### src/design/sdcd_pkg.sv
// Shared types, register codes and reset values for the serial drive command deframer.
package sdcd_pkg;

  localparam int CFG_DATA_W  = 48;
  localparam int CFG_INDEX_W = 3;

  // Register indexes of the configuration port.
  typedef enum logic [CFG_INDEX_W-1:0] {
    CFG_FRAME_DELIMITER = 3'd0,
    CFG_ANGLE_BASE      = 3'd1,
    CFG_SPEED_BASE      = 3'd2,
    CFG_SPEED_LIMIT     = 3'd3,
    CFG_SPEED_SHIFT     = 3'd4,
    CFG_START_WORD      = 3'd5,
    CFG_STOP_WORD       = 3'd6
  } cfg_index_e;

  // Kind of result reported on the output channel.
  typedef enum logic [1:0] {
    EV_DRIVE   = 2'd0,
    EV_STARTED = 2'd1,
    EV_STOPPED = 2'd2
  } event_kind_e;

  localparam logic [7:0]  FRAME_DELIMITER_RST = 8'd13;
  localparam logic [15:0] ANGLE_BASE_RST      = 16'd1398;
  localparam logic [15:0] SPEED_BASE_RST      = 16'd3000;
  localparam logic [15:0] SPEED_LIMIT_RST     = 16'd7000;
  localparam logic [3:0]  SPEED_SHIFT_RST     = 4'd4;
  localparam logic [47:0] START_WORD_RST      = 48'd126943688291338;
  localparam logic [39:0] STOP_WORD_RST       = 40'd495874699274;

  localparam int START_WORD_MAX_W = 48;
  localparam int STOP_WORD_MAX_W  = 40;

  // Frame path settings.
  typedef struct packed {
    logic [7:0]  frame_delimiter;
    logic [15:0] angle_base;
    logic [15:0] speed_base;
    logic [15:0] speed_limit;
    logic [3:0]  speed_shift;
  } frame_cfg_t;

  // Decoded command for the byte now in process.
  typedef struct packed {
    logic        hit;
    logic [15:0] steer;
    logic [15:0] throttle;
    logic        forward;
  } frame_cmd_t;

  // Byte number sel of a keyword, byte 0 holding the last character.
  function automatic logic [7:0] key_byte(logic [63:0] word, logic [2:0] sel);
    return word[{sel, 3'b000} +: 8];
  endfunction

endpackage

### src/design/sdcd_keymatch.sv
// Keyword matcher: tracks progress through a keyword one byte at a time.
module sdcd_keymatch #(
  parameter int LEN    = 6,
  parameter int WORD_W = 48
) (
  input  logic              clk_i,
  input  logic              rst_ni,
  input  logic              en_i,
  input  logic              clr_i,
  input  logic [7:0]        byte_i,
  input  logic [WORD_W-1:0] word_i,
  output logic              hit_o
);
  import sdcd_pkg::*;

  localparam int PW = (LEN > 1) ? $clog2(LEN) : 1;

  logic [PW-1:0] prog_q, prog_d;
  logic [PW-1:0] p_eff;
  logic [PW:0]   p_inc;
  logic [63:0]   word64;
  logic [2:0]    sel_cur;
  logic [2:0]    sel_first;
  logic          cur_eq;
  logic          first_eq;

  assign word64    = 64'(word_i);
  assign p_eff     = (int'(prog_q) >= LEN) ? '0 : prog_q;
  assign sel_cur   = 3'(LEN - 1) - 3'(p_eff);
  assign sel_first = 3'(LEN - 1);
  assign cur_eq    = (byte_i == key_byte(word64, sel_cur));
  assign first_eq  = (byte_i == key_byte(word64, sel_first));
  assign p_inc     = {1'b0, p_eff} + (PW+1)'(1);
  assign hit_o     = cur_eq && (int'(p_inc) >= LEN);

  always_comb begin
    prog_d = prog_q;
    if (clr_i) begin
      prog_d = '0;
    end else if (en_i) begin
      if (cur_eq) begin
        prog_d = hit_o ? '0 : p_inc[PW-1:0];
      end else begin
        // recheck a mismatching byte against the first character
        prog_d = first_eq ? PW'(1) : '0;
      end
    end
  end

  always_ff @(posedge clk_i or negedge rst_ni) begin
    if (!rst_ni) begin
      prog_q <= '0;
    end else begin
      prog_q <= prog_d;
    end
  end

endmodule

### src/design/sdcd_frame.sv
// Frame window: holds the last four bytes and decodes a drive command.
module sdcd_frame (
  input  logic               clk_i,
  input  logic               rst_ni,
  input  logic               en_i,
  input  logic               clr_i,
  input  logic [7:0]         byte_i,
  input  sdcd_pkg::frame_cfg_t cfg_i,
  output sdcd_pkg::frame_cmd_t cmd_o
);
  import sdcd_pkg::*;

  localparam logic [2:0] FILL_FULL = 3'd4;

  logic [7:0]  recent_q [4];
  logic [2:0]  fill_q;
  logic [23:0] spd_shifted;
  logic [23:0] t_sum;
  logic [23:0] t_lim;

  assign spd_shifted = 24'(recent_q[1]) << cfg_i.speed_shift;
  assign t_sum       = 24'(cfg_i.speed_base) + spd_shifted;
  assign t_lim       = (t_sum >= 24'(cfg_i.speed_limit)) ?
                       t_sum - 24'(cfg_i.speed_limit) : t_sum;

  always_comb begin
    cmd_o.hit      = (fill_q == FILL_FULL)
                  && (recent_q[3] == (recent_q[0] | recent_q[1] | recent_q[2]))
                  && (byte_i == cfg_i.frame_delimiter);
    cmd_o.steer    = cfg_i.angle_base + 16'(recent_q[0]);
    cmd_o.throttle = t_lim[15:0];
    cmd_o.forward  = (recent_q[2] != 8'd0);
  end

  always_ff @(posedge clk_i or negedge rst_ni) begin
    if (!rst_ni) begin
      for (int i = 0; i < 4; i++) begin
        recent_q[i] <= '0;
      end
      fill_q <= '0;
    end else if (clr_i) begin
      for (int i = 0; i < 4; i++) begin
        recent_q[i] <= '0;
      end
      fill_q <= '0;
    end else if (en_i) begin
      for (int i = 0; i < 3; i++) begin
        recent_q[i] <= recent_q[i+1];
      end
      recent_q[3] <= byte_i;
      if (fill_q != FILL_FULL) begin
        fill_q <= fill_q + 3'd1;
      end
    end
  end

endmodule

### src/design/serial_drive_command_deframer.sv
// Top level of the serial drive command deframer.
//
// Takes one received serial byte per transaction and reports at most one
// event per byte. While idle it watches for the start keyword and reports
// "started" when it completes; while running it watches for the stop
// keyword ("stopped") and slides a five-byte window over the stream,
// reporting a drive command for every frame of angle, speed, direction,
// check (OR of the first three) and delimiter. A stop keyword ending on the
// same byte as a frame wins. Throughput is one byte per clock unless the
// result register is held: each byte is held in an input register, then
// one pass of keyword compare, window shift and the throttle
// add/limit-subtract loads the result register.
// The output register lets a new byte enter while a result still waits.
// Configuration writes are always ready and must only be issued while idle.
module serial_drive_command_deframer #(
  parameter int START_WORD_LEN = 6,
  parameter int STOP_WORD_LEN  = 5
) (
  input  logic                              clk_i,
  input  logic                              rst_ni,
  // byte input
  input  logic                              in_valid_i,
  output logic                              in_stall_o,
  input  logic [7:0]                        rx_byte_i,
  // result output
  output logic                              out_valid_o,
  input  logic                              out_stall_i,
  output logic [1:0]                        event_kind_o,
  output logic [15:0]                       steer_compare_o,
  output logic [15:0]                       throttle_compare_o,
  output logic                              forward_o,
  output logic                              running_o,
  // configuration writes
  input  logic                              cfg_valid_i,
  output logic                              cfg_ready_o,
  input  logic [sdcd_pkg::CFG_INDEX_W-1:0]  cfg_index_i,
  input  logic [sdcd_pkg::CFG_DATA_W-1:0]   cfg_data_i
);
  import sdcd_pkg::*;

  // Only the keyword bytes that can be addressed are stored.
  localparam int START_W = (8*START_WORD_LEN < START_WORD_MAX_W) ?
                           8*START_WORD_LEN : START_WORD_MAX_W;
  localparam int STOP_W  = (8*STOP_WORD_LEN < STOP_WORD_MAX_W) ?
                           8*STOP_WORD_LEN : STOP_WORD_MAX_W;

  // Configuration registers
  frame_cfg_t          fcfg_q;
  logic [START_W-1:0]  start_word_q;
  logic [STOP_W-1:0]   stop_word_q;

  // Input register
  logic        in_valid_q;
  logic [7:0]  in_byte_q;

  // Run flag
  logic        run_q, run_d;

  // Result register
  logic        out_valid_q, out_valid_d;
  event_kind_e kind_q, kind_d;
  logic [15:0] steer_q, steer_d;
  logic [15:0] throttle_q, throttle_d;
  logic        forward_q, forward_d;
  logic        running_q, running_d;

  logic        advance;
  logic        proc;
  logic        start_hit;
  logic        stop_hit;
  logic        mode_flip;
  logic        fire;
  frame_cmd_t  cmd;

  // Configuration write port: always ready.
  assign cfg_ready_o = 1'b1;

  always_ff @(posedge clk_i or negedge rst_ni) begin
    if (!rst_ni) begin
      fcfg_q.frame_delimiter <= FRAME_DELIMITER_RST;
      fcfg_q.angle_base      <= ANGLE_BASE_RST;
      fcfg_q.speed_base      <= SPEED_BASE_RST;
      fcfg_q.speed_limit     <= SPEED_LIMIT_RST;
      fcfg_q.speed_shift     <= SPEED_SHIFT_RST;
      start_word_q           <= START_WORD_RST[START_W-1:0];
      stop_word_q            <= STOP_WORD_RST[STOP_W-1:0];
    end else if (cfg_valid_i && cfg_ready_o) begin
      unique case (cfg_index_i)
        CFG_FRAME_DELIMITER: fcfg_q.frame_delimiter <= cfg_data_i[7:0];
        CFG_ANGLE_BASE:      fcfg_q.angle_base      <= cfg_data_i[15:0];
        CFG_SPEED_BASE:      fcfg_q.speed_base      <= cfg_data_i[15:0];
        CFG_SPEED_LIMIT:     fcfg_q.speed_limit     <= cfg_data_i[15:0];
        CFG_SPEED_SHIFT:     fcfg_q.speed_shift     <= cfg_data_i[3:0];
        CFG_START_WORD:      start_word_q           <= cfg_data_i[START_W-1:0];
        CFG_STOP_WORD:       stop_word_q            <= cfg_data_i[STOP_W-1:0];
        default: ;  // drop writes beyond the register list
      endcase
    end
  end

  // The processing stage moves whenever the result register is free or
  // being taken this cycle.
  assign advance    = !out_valid_q || !out_stall_i;
  assign proc       = in_valid_q && advance;
  assign in_stall_o = in_valid_q && !advance;

  // Input register: load on accept, drain once processed.
  always_ff @(posedge clk_i or negedge rst_ni) begin
    if (!rst_ni) begin
      in_valid_q <= 1'b0;
    end else if (in_valid_i && !in_stall_o) begin
      in_valid_q <= 1'b1;
    end else if (advance) begin
      in_valid_q <= 1'b0;
    end
  end

  always_ff @(posedge clk_i) begin
    if (in_valid_i && !in_stall_o) begin
      in_byte_q <= rx_byte_i;
    end
  end

  // Keyword matchers: start runs while idle, stop while running.
  sdcd_keymatch #(
    .LEN    (START_WORD_LEN),
    .WORD_W (START_W)
  ) u_start_match (
    .clk_i  (clk_i),
    .rst_ni (rst_ni),
    .en_i   (proc && !run_q),
    .clr_i  (mode_flip),
    .byte_i (in_byte_q),
    .word_i (start_word_q),
    .hit_o  (start_hit)
  );

  sdcd_keymatch #(
    .LEN    (STOP_WORD_LEN),
    .WORD_W (STOP_W)
  ) u_stop_match (
    .clk_i  (clk_i),
    .rst_ni (rst_ni),
    .en_i   (proc && run_q),
    .clr_i  (mode_flip),
    .byte_i (in_byte_q),
    .word_i (stop_word_q),
    .hit_o  (stop_hit)
  );

  // Frame window sees only bytes taken while running.
  sdcd_frame u_frame (
    .clk_i  (clk_i),
    .rst_ni (rst_ni),
    .en_i   (proc && run_q),
    .clr_i  (mode_flip),
    .byte_i (in_byte_q),
    .cfg_i  (fcfg_q),
    .cmd_o  (cmd)
  );

  // Entering run or idle clears both matchers and the window.
  assign mode_flip = proc && (run_q ? stop_hit : start_hit);
  assign fire      = proc && (mode_flip || (run_q && cmd.hit));

  always_comb begin
    run_d       = run_q;
    out_valid_d = out_valid_q;
    kind_d      = kind_q;
    steer_d     = steer_q;
    throttle_d  = throttle_q;
    forward_d   = forward_q;
    running_d   = running_q;
    if (advance) begin
      out_valid_d = fire;
      if (proc) begin
        if (!run_q) begin
          if (start_hit) begin
            run_d      = 1'b1;
            kind_d     = EV_STARTED;
            steer_d    = '0;
            throttle_d = '0;
            forward_d  = 1'b0;
            running_d  = 1'b1;
          end
        end else if (stop_hit) begin
          // stop wins over a frame ending on the same byte
          run_d      = 1'b0;
          kind_d     = EV_STOPPED;
          steer_d    = '0;
          throttle_d = '0;
          forward_d  = 1'b0;
          running_d  = 1'b0;
        end else if (cmd.hit) begin
          kind_d     = EV_DRIVE;
          steer_d    = cmd.steer;
          throttle_d = cmd.throttle;
          forward_d  = cmd.forward;
          running_d  = 1'b1;
        end
      end
    end
  end

  always_ff @(posedge clk_i or negedge rst_ni) begin
    if (!rst_ni) begin
      run_q       <= 1'b0;
      out_valid_q <= 1'b0;
    end else begin
      run_q       <= run_d;
      out_valid_q <= out_valid_d;
    end
  end

  always_ff @(posedge clk_i) begin
    kind_q     <= kind_d;
    steer_q    <= steer_d;
    throttle_q <= throttle_d;
    forward_q  <= forward_d;
    running_q  <= running_d;
  end

  assign out_valid_o        = out_valid_q;
  assign event_kind_o       = kind_q;
  assign steer_compare_o    = steer_q;
  assign throttle_compare_o = throttle_q;
  assign forward_o          = forward_q;
  assign running_o          = running_q;

  // The run flag changes only on a byte that also reports an event.
  a_run_change_reports: assert property (@(posedge clk_i) disable iff (!rst_ni)
    !$stable(run_q) |-> $past(fire))
    else $error("run flag changed without a reported event");

  // A reported event leaves the run flag equal to its running field.
  a_running_matches: assert property (@(posedge clk_i) disable iff (!rst_ni)
    fire |=> (running_q == run_q))
    else $error("running field disagrees with run flag");

  // Start and stop events carry zero command fields.
  a_event_fields_zero: assert property (@(posedge clk_i) disable iff (!rst_ni)
    (out_valid_o && (event_kind_o == EV_STARTED || event_kind_o == EV_STOPPED))
      |-> (steer_compare_o == 16'd0 && throttle_compare_o == 16'd0 && !forward_o))
    else $error("start or stop event with nonzero command fields");

  // The input side stalls only while the result register is held.
  a_stall_cause: assert property (@(posedge clk_i) disable iff (!rst_ni)
    in_stall_o |-> (out_valid_o && out_stall_i))
    else $error("input stalled while result register could move");

endmodule
### config.mk
export PLATFORM = sky130hd
export DESIGN_NAME = serial_drive_command_deframer
export DESIGN_NICKNAME = d
export VERILOG_FILES = /design/src/design/sdcd_pkg.sv /design/src/design/sdcd_keymatch.sv /design/src/design/sdcd_frame.sv /design/src/design/serial_drive_command_deframer.sv
export SDC_FILE = /design/constraint.sdc
export NUM_CORES = 1
export LEC_CHECK = 0
export BUFFER_PORTS_ARGS = -buffer_cell sky130_fd_sc_hd__buf_4
export CORE_ASPECT_RATIO = 0.5
export CORE_UTILIZATION = 41
export DETAILED_ROUTE_END_ITERATION = 12
export GPL_TIMING_DRIVEN = 0
export PLACE_DENSITY_LB_ADDON = 0.2
export RECOVER_POWER = 25
export SYNTH_ARGS = -nofsm -noshare
export SYNTH_HDL_FRONTEND = slang
export SYNTH_SLANG_ARGS = --single-unit
### constraint.sdc
create_clock -name clk_i -period 4.78 [get_ports clk_i]
set_input_delay 0.956 -clock clk_i [delete_from_list [all_inputs] [get_ports clk_i]]
set_output_delay 0.956 -clock clk_i [all_outputs]
set_load 0.01 [all_outputs]
==> out/summary.txt <==
clock slew at reported path FFs = 0.08 ns
DIE AREA = 33130 sq um
die width = 256.4 um
Num Clock Sinks = 236
GPL Wtd Cong = 0.9405
Layout Cells excl Fill = 1802
Slowest-stage cell, CP = dfstp_2
# rows = 46
pwr dens = 546.1 nW/um^2
Setup Viol. Count Final = 15
Sw Pwr = 3.270 mW
core area = 31770 sq um
wire length per cell = 21.15 um
GR peak layer = met2
CP Capture Type = flop
CP max FO = 10
fin nets = 1466
WP data required = 5.01 ns
Chip Height = 129.2 um
static leakage = 6.821 nW
main flop type after synthesis = dfrtp_1
CP peak stage delay = 0.60 ns
cts bufs inserted = 23
CP startpoint = fcfg_q[2]$_DFFE_PN1P_
Switching Share = 36.15%
n_diodes = 0
IO buf count = 99
gr usage total = 22.80%
worst slew pin tran = 2.112 ns
min Tclk post-route = 4.920 ns
Syn. warnings = 0
Finished Core Util = 52.13%
pre-CTS setup slack = -1.168 ns
Routed WL = 38.11 mm
Mapped Nets = 1272
Power, Total = 9.044 mW
WS Path Type = flop to flop
area delta synth->final = 24.82%
Post-DRT Antenna Nets = 0
GR Overflow Total = 0
Max IR drop VDD = 0.2565 mV
CTS Buffer Depth = 3
TritonCTS clock tree = yes
Worst Min Path Start = stop_word_q[11]$_DFFE_PN0P_
commonest non-fill, non-tap cell in the layout = buf_4
initial antenna violation count = 2
most frequent cells in the layout = buf_4, mux2_2, dfrtp_1
asr flop ratio synth = 81.36%
Global Route met3 Usage = 2.915%
combinational share of power = 47.2%
Via Count = 10110
CP Launch Type = flop
Iter 0 DRT Violations = 823
Root Buffer = clkbuf_16
cells along the critical path = inv_1, clkbuf_4, nand2_1, o22ai_1, ha_1, o21ai_0, o21a_1, a31o_2, nor2b_4, o21bai_1, xor2_1, ha_1, nor2b_4, nor2_4, o21ai_2, or4_4, buf_6, o21ai_2, a21oi_1
met1 Use GR = 31.11%
Hold Crit Class = flop to flop
syn_area_per_cell = 11.45 sq um
H-tree depth = 1
Power Internal = 5.774 mW
failing checks = capacitance limit, slew limit, setup timing
Cell Area, Synth = 13270 sq um
drt first pass iters = 11
WHS = 0.5049 ns
number of synthesized register bits = 236
cts hold-fix bufs = 0
Max Cap Viol = 1
Max Fclk = 0.2032 GHz
Starting Density = 41.77%
first-pass GRT wire length = 58.60 mm
Post-route DRC = 0
post-synth cell types = 74
CP Data Arrival Time = 5.15 ns
outcome = complete, but fails checks
post-DR vias/cell = 5.612
latest clock arrival within the worst-skew pair = 0.56 ns
clock group share of total power = 21.1%
setup ws final = -0.1401 ns
placed instance count = 1692
Syn Inst Count = 1159
Sequential Power Share = 31.7%
layout cells sized above 1 = 41.31%
largest net degree at the start of global routing = 107
M2 GR Usage = 38.20%
Pins Over Slew Limit = 88
final period utilization = 102.9%
top-level port count = 103
Max-slew headroom = -40.82%
DP HPWL = 27.14 mm
vias in the first global route = 10230
EDFF count, synth = 44
Hold Vio Cnt, Final = 0
RSZ-0062 raised after global routing = true
reg2reg start = fcfg_q[2]$_DFFE_PN1P_
sequential area share after synthesis = 46.80%
Setup Skew = 0.03932 ns
per-layer routing:
layer	routed length, um	vias to the layer above	part of all wire [%]
met2	17800	272	47
li1	-	4664	-
met1	17630	5096	46
met3	1485	80	3.9
met5	0	-	0
met4	1186	0	3.1
final cells by class:
class | count | area, sq um
plain buffers | 52 | 285.3
clock buffers | 31 | 678.2
clock inverters | 11 | 105.1
fillers | 2734 | 15210
inverters | 47 | 178.9
multi-input cells | 822 | 7208
flip-flops and latches | 236 | 6216
well taps | 432 | 540.5
repair buffers | 171 | 1350
path summary, 6_finish.rpt:
check	end	slack [ns]	cells after the start
max in group asynchronous	u_start_match.prog_q[1]$_DFFE_PN0P_	1.29	2
max	throttle_compare_o[8]$_SDFFCE_PN0P_	-0.14	19
min reg2reg	stop_word_q[11]$_DFFE_PN0P_	0.50	1
max reg2reg	throttle_compare_o[8]$_SDFFCE_PN0P_	-0.14	19
min	stop_word_q[11]$_DFFE_PN0P_	0.50	1
min in group asynchronous	fcfg_q[14]$_DFFE_PN0P_	1.02	1
state kept, by name (all words and copies together), names as in the netlist, 8 cells and up:
register and cells:
start_word_q 48, steer_compare_o 16, fcfg_q 60, in_byte_q 8
throttle_compare_o 16, stop_word_q 40, u_frame.recent_q 32
power groups by stage:
stage          Clock [mW]  Sequential [mW]  Combinational, mW
3_3_place_gp            0             2.86               2.96
5_1_grt              2.03             2.90               4.62
2_1_floorplan           0             2.76               2.31
6_report             1.91             2.86               4.27
3_5_place_dp            0             2.88               3.00
4_1_cts              1.95             2.84               3.83
what timing repair did:
item	CTS	global route
cloned	2	1
resized for setup	109	46
setup buffers	50	17
pin swaps	61	21
setup endpoints to repair	63	64
cells by family after synthesis:
family,after synthesis,synth area share (%)
buf+inv,101,3.159
simple gates,252,9.571
other cells,1,0.02826
compound gates,233,11.80
fa+ha+maj,49,4.790
xor+xnor,88,5.809
mux,199,18.05
flops,236,46.80
worst max-delay path: cells and delay by family, from the launching register on:
family / cells / cell delay, ns
AOI/OAI and AO/OA: 8 / 1.33
DFF: 1 / 0.60
xor gates and xnor gates: 1 / 0.28
adders and majority gates: 2 / 0.72
and+or+nand+nor: 5 / 1.15
buffers and inverters: 3 / 0.54
synth_stat cells (10+ instances only):
| library cell | count | area [sq um] |
|---|---|---|
| xnor2_1 | 48 | 420.4 |
| a21oi_1 | 50 | 250.2 |
| mux2_2 | 151 | 1700 |
| nor3_1 | 27 | 135.1 |
| dfstp_2 | 67 | 1760 |
| a21o_1 | 11 | 82.58 |
| clkbuf_1 | 29 | 108.9 |
| nor2_1 | 52 | 195.2 |
| nand3_1 | 24 | 120.1 |
| mux2i_1 | 30 | 300.3 |
| nand4_1 | 13 | 81.33 |
| inv_1 | 46 | 172.7 |
| dfrtp_1 | 125 | 3128 |
| xor2_1 | 40 | 350.3 |
| edfxtp_1 | 44 | 1321 |
| a22o_1 | 34 | 297.8 |
| buf_2 | 11 | 55.05 |
| nand2_1 | 64 | 240.2 |
| a211oi_1 | 10 | 75.07 |
| o21ai_0 | 48 | 240.2 |
| nor2b_1 | 11 | 68.82 |
| mux4_2 | 13 | 292.8 |
| o21ai_1 | 11 | 55.05 |
| and2_1 | 10 | 62.56 |
| ha_1 | 46 | 575.6 |
through the flow:
| stage | instance area [sq um] | TNS, ns |
|---|---|---|
| detailed placement | 14620 | -26.72 |
| global route | 16560 | -3.833 |
| finish | 16560 | -1.407 |
| global placement | 14560 | -66.70 |
| floorplan | 13280 | 0 |
| CTS | 16240 | -0.6271 |
Power figures use the tool's default switching activity.
